**config.mk**
```make
export PLATFORM = sky130hd
export DESIGN_NAME = positional_sequence_store
export DESIGN_NICKNAME = d
export VERILOG_FILES = /design/src/hdl/pss_pkg.sv /design/src/hdl/pss_ram.sv /design/src/hdl/pss_ctrl.sv /design/src/hdl/positional_sequence_store.sv
export SDC_FILE = /design/constraint.sdc
export NUM_CORES = 2
export LEC_CHECK = 0
export ABC_AREA = 1
export BUFFER_PORTS_ARGS = -buffer_cell sky130_fd_sc_hd__buf_4
export CAP_MARGIN = 5
export CELL_PAD_IN_SITES_DETAIL_PLACEMENT = 1
export CELL_PAD_IN_SITES_GLOBAL_PLACEMENT = 1
export CORE_MARGIN = 1.5
export CORE_UTILIZATION = 46
export DETAILED_ROUTE_END_ITERATION = 10
export PLACE_DENSITY_LB_ADDON = 0.12
export SETUP_SLACK_MARGIN = 0.4
export SYNTH_ARGS = -nofsm -noshare
export SYNTH_HDL_FRONTEND = slang
export SYNTH_SLANG_ARGS = --single-unit
```
**constraint.sdc**
```tcl
create_clock -name clock -period 5.1 [get_ports clock]
set_input_delay 1.02 -clock clock [delete_from_list [all_inputs] [get_ports clock]]
set_output_delay 1.02 -clock clock [all_outputs]
set_load 0.02 [all_outputs]
```
**src/hdl/pss_pkg.sv**
```systemverilog
`timescale 1ns / 1ps
`default_nettype none
// ----------------------------------------------------------------------------
// pss_pkg
// Shared types and constants of the positional sequence store: store size,
// command and status codes, controller states and the result record.
// ----------------------------------------------------------------------------
package pss_pkg;

   localparam int DEPTH  = 32;
   localparam int DATA_W = 32;
   localparam int POS_W  = 6;
   localparam int LEN_W  = 6;
   localparam int AW     = $clog2(DEPTH);
   localparam int CW     = $clog2(DEPTH + 1);
   // compare width that holds both a position and count + 1
   localparam int CMPW   = (CW + 1 > POS_W) ? CW + 1 : POS_W;

   typedef enum logic [2:0] {
      CMD_INS_FRONT = 3'd0,
      CMD_INS_BACK  = 3'd1,
      CMD_INS_AT    = 3'd2,
      CMD_DEL_FRONT = 3'd3,
      CMD_DEL_BACK  = 3'd4,
      CMD_DEL_AT    = 3'd5,
      CMD_COUNT     = 3'd6,
      CMD_DUMP      = 3'd7
   } cmd_type;

   typedef enum logic [1:0] {
      ST_OK     = 2'd0,
      ST_BADPOS = 2'd1,
      ST_FULL   = 2'd2,
      ST_EMPTY  = 2'd3
   } status_type;

   typedef enum logic [2:0] {
      S_IDLE,
      S_INS_SHIFT,
      S_INS_PUT,
      S_DEL_SHIFT,
      S_DUMP
   } state_type;

   typedef struct packed {
      status_type                status;
      logic [LEN_W-1:0]          length;
      logic signed [DATA_W-1:0]  element;
      logic                      element_valid;
      logic                      last;
   } rsp_type;

endpackage
`default_nettype wire

```
**src/hdl/pss_ram.sv**
```systemverilog
`timescale 1ns / 1ps
`default_nettype none
// ----------------------------------------------------------------------------
// pss_ram
// Generic simple dual-port RAM: one write port, one read port with the
// read data registered.
// ----------------------------------------------------------------------------
module pss_ram #(
   parameter int WIDTH = 32,
   parameter int DEPTH = 32
) (
   input  wire logic                     clock,
   input  wire logic                     wr_en,
   input  wire logic [$clog2(DEPTH)-1:0] wr_addr,
   input  wire logic [WIDTH-1:0]         wr_data,
   input  wire logic [$clog2(DEPTH)-1:0] rd_addr,
   output logic      [WIDTH-1:0]         rd_data
);

   logic [WIDTH-1:0] mem [DEPTH];

   always_ff @(posedge clock) begin
      if (wr_en) begin
         mem[wr_addr] <= wr_data;
      end
      rd_data <= mem[rd_addr];
   end

endmodule
`default_nettype wire

```
**src/hdl/pss_ctrl.sv**
```systemverilog
`timescale 1ns / 1ps
`default_nettype none
// ----------------------------------------------------------------------------
// pss_ctrl
// Command sequencer: decodes a transaction, checks position and fill level,
// and moves entries through the store RAM one per cycle for shifts and dumps.
// ----------------------------------------------------------------------------
module pss_ctrl (
   input  wire logic                               clock,
   input  wire logic                               reset,
   input  wire logic                               start,
   input  wire logic [2:0]                         command,
   input  wire logic signed [pss_pkg::DATA_W-1:0]  value,
   input  wire logic [pss_pkg::POS_W-1:0]          position,
   output logic                                    busy,
   output logic                                    mem_we,
   output logic [pss_pkg::AW-1:0]                  mem_waddr,
   output logic [pss_pkg::DATA_W-1:0]              mem_wdata,
   output logic [pss_pkg::AW-1:0]                  mem_raddr,
   input  wire logic [pss_pkg::DATA_W-1:0]         mem_rdata,
   output logic                                    rsp_fire,
   output pss_pkg::rsp_type                        rsp
);

   import pss_pkg::*;

   state_type                 state_ff, state_in;
   logic [CW-1:0]             count_ff, count_in;
   logic [CW-1:0]             ptr_ff, ptr_in;
   logic [CW-1:0]             idx_ff, idx_in;
   logic signed [DATA_W-1:0]  val_ff, val_in;

   cmd_type          cmd;
   logic [CMPW-1:0]  cnt_c, pos_c;
   logic             ins_pos_ok, del_pos_ok, full, empty;
   logic [CW-1:0]    pos_idx, cnt_m1, ins_idx, del_idx, del_idx_p1;
   logic [CW-1:0]    ptr_m1, ptr_m2, ptr_p1, ptr_p2;

   assign cmd        = cmd_type'(command);
   assign cnt_c      = CMPW'(count_ff);
   assign pos_c      = CMPW'(position);
   assign ins_pos_ok = (pos_c != '0) && (pos_c <= cnt_c + CMPW'(1));
   assign del_pos_ok = (pos_c != '0) && (pos_c <= cnt_c);
   assign pos_idx    = CW'(pos_c - CMPW'(1));
   assign full       = (count_ff == CW'(DEPTH));
   assign empty      = (count_ff == '0);
   assign cnt_m1     = count_ff - CW'(1);
   assign ins_idx    = (cmd == CMD_INS_FRONT) ? '0 :
                       (cmd == CMD_INS_BACK)  ? count_ff : pos_idx;
   assign del_idx    = (cmd == CMD_DEL_FRONT) ? '0 :
                       (cmd == CMD_DEL_BACK)  ? cnt_m1 : pos_idx;
   assign del_idx_p1 = del_idx + CW'(1);
   assign ptr_m1     = ptr_ff - CW'(1);
   assign ptr_m2     = ptr_ff - CW'(2);
   assign ptr_p1     = ptr_ff + CW'(1);
   assign ptr_p2     = ptr_ff + CW'(2);

   assign busy = (state_ff != S_IDLE);

   always_ff @(posedge clock) begin
      if (reset) begin
         state_ff <= S_IDLE;
         count_ff <= '0;
         ptr_ff   <= '0;
      end else begin
         state_ff <= state_in;
         count_ff <= count_in;
         ptr_ff   <= ptr_in;
      end
   end

   always_ff @(posedge clock) begin
      idx_ff <= idx_in;
      val_ff <= val_in;
   end

   always_comb begin
      state_in  = state_ff;
      count_in  = count_ff;
      ptr_in    = ptr_ff;
      idx_in    = idx_ff;
      val_in    = val_ff;
      mem_we    = 1'b0;
      mem_waddr = ptr_ff[AW-1:0];
      mem_wdata = mem_rdata;
      mem_raddr = '0;
      rsp_fire  = 1'b0;
      rsp.status        = ST_OK;
      rsp.element       = '0;
      rsp.element_valid = 1'b0;
      rsp.last          = 1'b1;

      unique case (state_ff)
         S_IDLE: begin
            if (start) begin
               unique case (cmd) inside
                  CMD_INS_FRONT, CMD_INS_BACK, CMD_INS_AT: begin
                     if (cmd == CMD_INS_AT && !ins_pos_ok) begin
                        rsp.status = ST_BADPOS;
                        rsp_fire   = 1'b1;
                     end else if (full) begin
                        rsp.status = ST_FULL;
                        rsp_fire   = 1'b1;
                     end else if (ins_idx == count_ff) begin
                        // append: nothing to move
                        mem_we    = 1'b1;
                        mem_waddr = ins_idx[AW-1:0];
                        mem_wdata = value;
                        count_in  = count_ff + CW'(1);
                        rsp_fire  = 1'b1;
                     end else begin
                        mem_raddr = cnt_m1[AW-1:0];
                        ptr_in    = count_ff;
                        idx_in    = ins_idx;
                        val_in    = value;
                        state_in  = S_INS_SHIFT;
                     end
                  end
                  CMD_DEL_FRONT, CMD_DEL_BACK, CMD_DEL_AT: begin
                     if (empty) begin
                        rsp.status = ST_EMPTY;
                        rsp_fire   = 1'b1;
                     end else if (cmd == CMD_DEL_AT && !del_pos_ok) begin
                        rsp.status = ST_BADPOS;
                        rsp_fire   = 1'b1;
                     end else if (del_idx == cnt_m1) begin
                        count_in = cnt_m1;
                        rsp_fire = 1'b1;
                     end else begin
                        mem_raddr = del_idx_p1[AW-1:0];
                        ptr_in    = del_idx;
                        state_in  = S_DEL_SHIFT;
                     end
                  end
                  CMD_COUNT: begin
                     rsp_fire = 1'b1;
                  end
                  CMD_DUMP: begin
                     if (empty) begin
                        rsp.status = ST_EMPTY;
                        rsp_fire   = 1'b1;
                     end else begin
                        mem_raddr = '0;
                        ptr_in    = '0;
                        state_in  = S_DUMP;
                     end
                  end
                  default: begin
                  end
               endcase
            end
         end

         S_INS_SHIFT: begin
            // entry ptr-1 arrives from the RAM and moves up into ptr
            mem_we    = 1'b1;
            mem_waddr = ptr_ff[AW-1:0];
            mem_wdata = mem_rdata;
            ptr_in    = ptr_m1;
            if (ptr_m1 == idx_ff) begin
               state_in = S_INS_PUT;
            end else begin
               mem_raddr = ptr_m2[AW-1:0];
            end
         end

         S_INS_PUT: begin
            mem_we    = 1'b1;
            mem_waddr = idx_ff[AW-1:0];
            mem_wdata = val_ff;
            count_in  = count_ff + CW'(1);
            rsp_fire  = 1'b1;
            state_in  = S_IDLE;
         end

         S_DEL_SHIFT: begin
            // entry ptr+1 arrives from the RAM and moves down into ptr
            mem_we    = 1'b1;
            mem_waddr = ptr_ff[AW-1:0];
            mem_wdata = mem_rdata;
            if (ptr_p2 < count_ff) begin
               mem_raddr = ptr_p2[AW-1:0];
               ptr_in    = ptr_p1;
            end else begin
               count_in = cnt_m1;
               rsp_fire = 1'b1;
               state_in = S_IDLE;
            end
         end

         S_DUMP: begin
            rsp_fire          = 1'b1;
            rsp.element       = mem_rdata;
            rsp.element_valid = 1'b1;
            rsp.last          = (ptr_ff == cnt_m1);
            if (ptr_ff == cnt_m1) begin
               state_in = S_IDLE;
            end else begin
               mem_raddr = ptr_p1[AW-1:0];
               ptr_in    = ptr_p1;
            end
         end

         default: begin
            state_in = S_IDLE;
         end
      endcase

      rsp.length = LEN_W'(count_in);
   end

endmodule
`default_nettype wire

```
**src/hdl/positional_sequence_store.sv**
```systemverilog
`timescale 1ns / 1ps
`default_nettype none
// ----------------------------------------------------------------------------
// positional_sequence_store
// Ordered store of signed 32-bit values with positional insert and delete,
// count and dump commands, kept in a single RAM.
// ----------------------------------------------------------------------------
// Usage:
//   Command channel: a transaction is taken on a rising edge with start high
//   and busy low. req_command selects the operation, req_value is the value
//   to insert and req_position the 1-based position for insert/delete at.
//   Result channel: each result shows for one cycle with rsp_strobe high;
//   the receiver cannot stall it. rsp_last marks the final result of a
//   command, rsp_length gives the count after the command.
// Operations (i = 0-based target position):
//   errors, count, append and delete of the back entry move no entries;
//   the result follows in the next cycle.
//   insert with shift moves the entries from i on up one place and then
//   writes the value at i; delete with shift moves the entries after i down.
//   dump: busy while the entries are read out, one result per cycle.
//   Entries move one per cycle through the RAM's single write port.
// Reset: synchronous; empties the store, no result is pending afterwards.
// ----------------------------------------------------------------------------
module positional_sequence_store (
   input  wire logic                               clock,
   input  wire logic                               reset,
   input  wire logic                               start,
   output logic                                    busy,
   input  wire logic [2:0]                         req_command,
   input  wire logic signed [pss_pkg::DATA_W-1:0]  req_value,
   input  wire logic [pss_pkg::POS_W-1:0]          req_position,
   output logic                                    rsp_strobe,
   output logic [1:0]                              rsp_status,
   output logic [pss_pkg::LEN_W-1:0]               rsp_length,
   output logic signed [pss_pkg::DATA_W-1:0]       rsp_element,
   output logic                                    rsp_element_valid,
   output logic                                    rsp_last
);

   import pss_pkg::*;

   logic               mem_we;
   logic [AW-1:0]      mem_waddr, mem_raddr;
   logic [DATA_W-1:0]  mem_wdata, mem_rdata;
   logic               rsp_fire;
   rsp_type            rsp_next;

   logic     rsp_strobe_ff;
   rsp_type  rsp_ff;

   pss_ram #(
      .WIDTH (DATA_W),
      .DEPTH (DEPTH)
   ) u_ram (
      .clock   (clock),
      .wr_en   (mem_we),
      .wr_addr (mem_waddr),
      .wr_data (mem_wdata),
      .rd_addr (mem_raddr),
      .rd_data (mem_rdata)
   );

   pss_ctrl u_ctrl (
      .clock     (clock),
      .reset     (reset),
      .start     (start),
      .command   (req_command),
      .value     (req_value),
      .position  (req_position),
      .busy      (busy),
      .mem_we    (mem_we),
      .mem_waddr (mem_waddr),
      .mem_wdata (mem_wdata),
      .mem_raddr (mem_raddr),
      .mem_rdata (mem_rdata),
      .rsp_fire  (rsp_fire),
      .rsp       (rsp_next)
   );

   // result output register
   always_ff @(posedge clock) begin
      if (reset) begin
         rsp_strobe_ff <= 1'b0;
      end else begin
         rsp_strobe_ff <= rsp_fire;
      end
   end

   always_ff @(posedge clock) begin
      if (rsp_fire) begin
         rsp_ff <= rsp_next;
      end
   end

   assign rsp_strobe        = rsp_strobe_ff;
   assign rsp_status        = rsp_ff.status;
   assign rsp_length        = rsp_ff.length;
   assign rsp_element       = rsp_ff.element;
   assign rsp_element_valid = rsp_ff.element_valid;
   assign rsp_last          = rsp_ff.last;

endmodule
`default_nettype wire

```
After elaboration in Yosys (flattened, before gate mapping)
Memories as Yosys holds them, arrays and structs flattened. A register that Yosys moved wholly into a read port is not among the register bits.
Index checks and enable logic that the tools add are counted.
W data, S select, Z words.
{"block": "word_totals", "reg_bits": 96, "ram_bits": 1024, "inputBits": 44, "out_inout_bits": 44, "word_cells": 165, "mem_count": 1}
{"block": "classes", "n_addsub": 9, "magnitude_cmp": 3, "n_eq_ne": 30, "mux": 88, "bitwise": 3, "reduce_logical": 20}
{"memory": "u_ram.mem", "depth": 32, "word_bits": 32, "rd": 1, "rd_ports_with_merged_regs": 1, "write_ports": 1, "line": "pss_ram.sv:20", "source": "logic [WIDTH-1:0] mem [DEPTH];"}
{"operator": "$mux W32", "count": 5}
{"operator": "$mux W6", "count": 22}
{"operator": "$mux W5", "count": 15}
{"operator": "$pmux W32 S2", "count": 1}
{"operator": "$pmux W6 S3", "count": 2}
{"operator": "$mux W3", "count": 11}
{"operator": "$eq A6 B6 Y1", "count": 4}
{"operator": "$pmux W6 S4", "count": 1}
{"operator": "$reduce_and A12 Y1", "count": 2}
{"operator": "$ne A3 B3 Y1 const B", "count": 7}
{"operator": "$pmux W5 S2", "count": 2}
{"operator": "$pmux W5 S4", "count": 1}
{"operator": "$sub A6 B1 Y6 const B", "count": 3}
{"operator": "$mux W1", "count": 16}
{"operator": "$eq A3 B3 Y1 const B", "count": 5}
{"operator": "$add A6 B1 Y6 const B", "count": 2}
{"operator": "$eq A3 B2 Y1 const B", "count": 4}
{"operator": "$pmux W3 S4", "count": 1}
{"operator": "$pmux W6 S2", "count": 1}
{"operator": "$mux W2", "count": 5}
{"operator": "$pmux W3 S3", "count": 1}
{"operator": "$reduce_or A3 Y1", "count": 3}
{"operator": "$add A6 B1 Y7 const B", "count": 1}
{"operator": "$le A6 B7 Y1", "count": 1}
{"operator": "25 further kinds", "count": 37}

Longest topological paths before layout
{"block": "depth", "depth_word": 12, "mapped_depth": 30, "ltp_nobuf": 28}

By module
Synthesis repeated with hierarchy kept, for this count alone.
{"block": "unflattened", "cells_unflattened": 4456, "hier_area_um2": 49351.1}
{"module": "pss_ram", "instances": 1, "cells_each": 3536, "area_each_um2": 42405.7, "seq_area_each_um2": 31390.1}
{"module": "pss_ctrl", "instances": 1, "cells_each": 875, "area_each_um2": 5654.2, "seq_area_each_um2": 1441.4}
{"module": "positional_sequence_store", "instances": 1, "cells_each": 45, "area_each_um2": 1291.2, "seq_area_each_um2": 1281.2}

Least setup slack after synthesis
OpenSTA, ideal clock, no wires.
{"block": "synth_path", "path_type": "input port to flip-flop", "startpoint": "in req_position[0] (netlist name)", "endpoint": "mem u_ram.mem[2][0] (enable)", "setup_ns": 0.421, "arrival_ns": 4.414, "required_ns": 4.679, "slack_ns": 0.265, "stages": 21, "n_path_buf": 1, "path_cell_list": "inv_1 ha_1 inv_1 nand2_1 nand2_1 nand2_1 nand3_1 nand2_1 nand2_1 nor2_1 nand2_1 nor2_4 nand2_2 nor2_4 nand3_2 buf_4 a21oi_1 o21ai_1 a22oi_2 nand2_2 nor2_1"}
{"block": "synth_between", "elab_chain_len": 12, "elab_cells_between_ends": 23, "cone_classes": "add/sub: 1; order compare: 1; eq/ne: 1; mux: 16; reduce/logical: 4"}
{"item": "start: declaration", "line": "positional_sequence_store.sv:31", "source": "input wire logic [pss_pkg::POS_W-1:0] req_position,"}
{"item": "$sub A6 B1 Y6", "line": "pss_ctrl.sv:44", "source": "assign pos_idx = CW'(pos_c - CMPW'(1));"}
{"item": "$mux W6", "line": "pss_ctrl.sv:49", "source": "(cmd == CMD_INS_BACK) ? count_ff : pos_idx;"}
{"item": "$mux W6", "line": "pss_ctrl.sv:48", "source": "assign ins_idx = (cmd == CMD_INS_FRONT) ? '0 :"}
{"item": "$eq A6 B6 Y1", "line": "pss_ctrl.sv:104", "source": "end else if (ins_idx == count_ff) begin"}
{"item": "$mux W1", "line": "pss_ctrl.sv:104"}
{"item": "$mux W1", "line": "pss_ctrl.sv:101", "source": "end else if (full) begin"}
{"item": "$mux W1", "line": "pss_ctrl.sv:98", "source": "if (cmd == CMD_INS_AT && !ins_pos_ok) begin"}
{"item": "$mux W1", "line": "pss_ctrl.sv:96", "source": "unique case (cmd) inside"}
{"item": "$mux W1", "line": "pss_ctrl.sv:95", "source": "if (start) begin"}
{"item": "$pmux W1 S2", "line": "pss_ctrl.sv:93", "source": "unique case (state_ff)"}
{"item": "$mux W1", "line": "pss_ram.sv:23", "source": "if (wr_en) begin"}
{"item": "$mux W1 (not written as such)", "line": "pss_ram.sv:24", "source": "mem[wr_addr] <= wr_data;"}
{"item": "end: declaration", "line": "pss_ram.sv:20"}
Parallel ways exist; a longest one is shown, timed or not.

Worst setup path after layout
{"block": "layout_path", "startpoint": "reg u_ctrl.ptr_ff[1]", "endpoint": "reg u_ram.rd_data[14] (read register of u_ram.mem)"}
{"block": "layout_between", "elab_chain_len": 4, "elab_cells_between_ends": 11, "cone_classes": "add/sub: 4; order compare: 1; eq/ne: 2; mux: 4"}
{"item": "start: declaration", "line": "pss_ctrl.sv:29", "source": "logic [CW-1:0] ptr_ff, ptr_in;"}
{"item": "start signal: assignment", "line": "pss_ctrl.sv:68", "source": "ptr_ff <= ptr_in;"}
{"item": "$add A6 B2 Y6 or $sub A6 B1 Y6 (tied branches)", "line": "pss_ctrl.sv:56, pss_ctrl.sv:53"}
{"item": "$lt A6 B6 Y1 or $eq A6 B6 Y1 (tied branches)", "line": "pss_ctrl.sv:181, pss_ctrl.sv:160"}
{"item": "$mux W5, on equally long branches", "line": "pss_ctrl.sv:181, pss_ctrl.sv:160"}
{"item": "$pmux W5 S4 *", "line": "pss_ctrl.sv:93"}
{"item": "end: declaration", "line": "pss_ram.sv:17", "source": "output logic [WIDTH-1:0] rd_data"}
Mark *: on every way between the ends. The rest lies on a longest branch, timed or not.
A chain may end at the register's enable or synchronous reset.

==> impl_metrics.csv <==
group,metric,value,unit
hold_path,hold_path_depth,1,
worst_setup_path,crit_arrival,5.17,ns
global_routing,grtUsageTotal,0.291,
place,dpl.hpwl,97900,µm
power,irDropWorstVdd,0.476,mV
power,p_leak,23.3,nW
worst_setup_path,worstSetupStartpointType,"register",
timing,fin_crit_sh,0.882,
drt,drc,0,
timing,relSlewSlack,0.559,
place,place_congestion,0.915,
logic_synthesis,synth-seq-cells,1152,
cells_and_area,area_delta_synth_final,15.2,%
logic_synthesis,synth_top_area_cell,"edfxtp_1",
die,die_area,114000,µm²
logic_synthesis,ys_seq_area_frac,0.659,
drt,wire_per_inst,25.2,µm
place,placed_area,55500,µm²
cells_and_area,final_nets,5128,
cells_and_area,layout-drive-gt1-share,0.109,
timing,setup_violations,0,
logic_synthesis,synth_area_leaders,"edfxtp_1 (64%), nand2_1 (10%), nand3_1 (9.6%)",
die,coreArea,111000,µm²
logic_synthesis,synth_area_per_cell,10.5,µm²
clocking,cts_buffers,131,
timing,max_freq,222,MHz
flow_run,max_cap_violations,0,
die,die-width,338,µm
drt,via_per_inst,5.77,
worst_setup_path,regToRegStartpoint,"u_ctrl.ptr_ff[1]$_SDFFE_PP0P_",
drt,wirelength,167000,µm
worst_setup_path,regToRegSetupSlack,0.60,ns
drt,antenna_left,0,
global_routing,grt_pass1_wl,252000,µm
drt,dr.first_iter.drc_count,3433,
global_routing,antenna_found_initial,1,
hold_path,hold_start,"req_value[10]",
global_routing,met1_usage,0.401,
status,status,"complete, no violations",
global_routing,busiest_layer,"met2",
clocking,cts-root-buf,"clkbuf_16",
timing,timing.final.max_slew_violations,0,
global_routing,grt_pass1_vias,39800,
worst_setup_path,r2r_cells,21,
die,initial_core_util,0.466,
clocking,cts_hold_buf,0,
worst_setup_path,path_class,"reg2reg",
clocking,clockBufferDepth,3,
logic_synthesis,synth_most_common_cell,"nand2_1",
timing,setup_ws,0.601,ns
drt,drtPass1Iterations,6,
die,core.rowCount,122,
logic_synthesis,syn-cell-area,51700,µm²
cells_and_area,diodes,0,
global_routing,grt_max_degree,92,
hold_path,min_delay_worst_endpoint,"u_ctrl.val_ff[10]$_DFFE_PP_",
logic_synthesis,synthFlopType,"edfxtp_1",
drt,via_count,38400,
clocking,clk_latency,0.76,ns
clocking,cts.sinks,1152,
cells_and_area,design_area,59600,µm²
die,ios,88,
logic_synthesis,synth_edf_count,1104,
timing,fin_setup_tns,0,ns
timing,hold_violations,0,
clocking,cts_htree_levels,4,
logic_synthesis,yosysWarnings,0,
global_routing,grt.overflow.total,0,
timing,rsz0062_at_grt,"yes",
logic_synthesis,synth_top_area_share,0.641,
place,pre_cts_ws,0.286,ns
worst_setup_path,cp.required,5.78,ns
hold_path,min_path_type,"in2reg",
global_routing,grtUsageMet3,0.0396,
worst_setup_path,worstSetupEndpointType,"register",
worst_setup_path,r2r_end,"u_ram.rd_data[14]$_DFF_P_",
timing,worst_slew_pin_slew,0.659,ns
timing,fin_crit,4.50,ns
die,die_h,338,µm
global_routing,grtUsageMet2,0.478,
clocking,clk_pin_slew,0.06,ns
place,port_buffers,87,
power,power_density,725,nW/µm²
logic_synthesis,syn-num-nets,5001,
logic_synthesis,syn_inst,4932,
logic_synthesis,synth_cell_type_count,44,
timing,skew,0.0296,ns
logic_synthesis,synthArstFlopShare,0,
clocking,cts_tree,"yes",
worst_setup_path,worstPathMaxFanout,37,
logic_synthesis,synthTopCellsByCount,"nand2_1 (1,386), edfxtp_1 (1,104), nand3_1 (994)",
## cell usage in the layout (no fill, tap or decap), types with 7 or more instances in the layout
cell type  count
nand2_1     1383
nor2_4        38
edfxtp_1    1104
o211ai_1      40
clkbuf_16    133
nand3_1      992
ha_1          25
inv_2         12
inv_1        403
o21ai_1        7
nand3b_1     228
nor2_1        87
o22ai_1       16
nand4_1       12
xor2_1        12
buf_12        70
buf_4        230
o21ai_0       67
dfxtp_1       47
nand2_2       10
clkinv_1      27
clkbuf_1      36
clkinv_2      18
a21oi_1       78
## power by group
part,total (mW),internal [mW],switching [mW]
registers,14.3,13.9,0.391
logic,19.9,5.14,14.8
clock network,9.03,5.18,3.84
## logic make-up after synthesis
logic type,count (synthesis),share of synthesized area
DFF,1152,0.659
AOI/OAI and AO/OA,232,0.0262
adders and majority gates,25,0.00605
xor gates and xnor gates,17,0.00288
buffers and inverters,731,0.0608
and+or+nand+nor,2775,0.245
## registers in the layout (all words and copies together) (netlist names), 6 cells and up
| name | count |
|---|---|
| u_ram.rd_data | 32 |
| u_ctrl.count_ff | 6 |
| u_ctrl.val_ff | 32 |
| rsp_length | 6 |
| u_ram.mem | 1024 |
| rsp_element | 32 |
| u_ctrl.ptr_ff | 6 |
| u_ctrl.idx_ff | 6 |
## routing by layer
layer	wire length, µm	vias up
met1	72600	19500
li1	-	17200
met4	4390	2
met2	80000	1287
met5	20	-
met3	10200	286
## worst max-delay path: stages (launching register included)
cell	delay [ns]
dfxtp_1	0.53
clkinvlp_4	0.29
ha_1	0.26
nand2_1	0.10
nand2_1	0.07
xor2_1	0.32
o211ai_1	0.14
nor2_1	0.11
nand2_1	0.09
nand2_1	0.18
nand3_1	0.23
nand2_8	0.38
buf_4	0.47
buf_4	0.34
nand3_1	0.11
nand2_1	0.09
nand2_1	0.06
nand3_1	0.07
nand3_1	0.08
nand2_1	0.23
nand2_1	0.14
nand2_1	0.09
## stage by stage
stage | hold slack [ns] | cells | total power, mW | util
after global routing | 0.445 | 6646 | 45.4 | 0.536
after detailed placement | 0.563 | 6408 | 34.1 | 0.499
after floorplan | 0.526 | 4932 | 25.6 | -
after CTS | 0.427 | 6640 | 43.2 | 0.536
final | 0.459 | 6646 | 43.2 | 0.536
after global placement | 0.548 | 6408 | 33.6 | 0.499
## timing repair
action	CTS	global route
resized for setup	0	8
endpoints found under the setup margin	0	972
buffers inserted	0	6
## layout make-up
cell class	instances	area, µm²
clock buffers	174	3530
clock inverters	58	505
fillers	12000	51500
inverters	424	1600
multi-input cells	3049	14900
flip-flops and latches	1152	34100
well taps	1488	1860
repair buffers	301	3140
## worst max-delay path by stage
stage                                             start  cells after the start                          to
after floorplan                         req_position[0]                     21   u_ram.mem[2][0]$_DFFE_PP_
after global placement                  req_position[0]                     30    u_ram.rd_data[7]$_DFF_P_
after detailed placement                req_position[0]                     30    u_ram.rd_data[7]$_DFF_P_
after CTS                 u_ctrl.count_ff[1]$_SDFF_PP0_                     22  u_ram.mem[11][1]$_DFFE_PP_
after global routing      u_ctrl.ptr_ff[1]$_SDFFE_PP0P_                     21   u_ram.rd_data[14]$_DFF_P_
final                     u_ctrl.ptr_ff[1]$_SDFFE_PP0P_                     21   u_ram.rd_data[14]$_DFF_P_
Power figures use the tool's default switching activity.
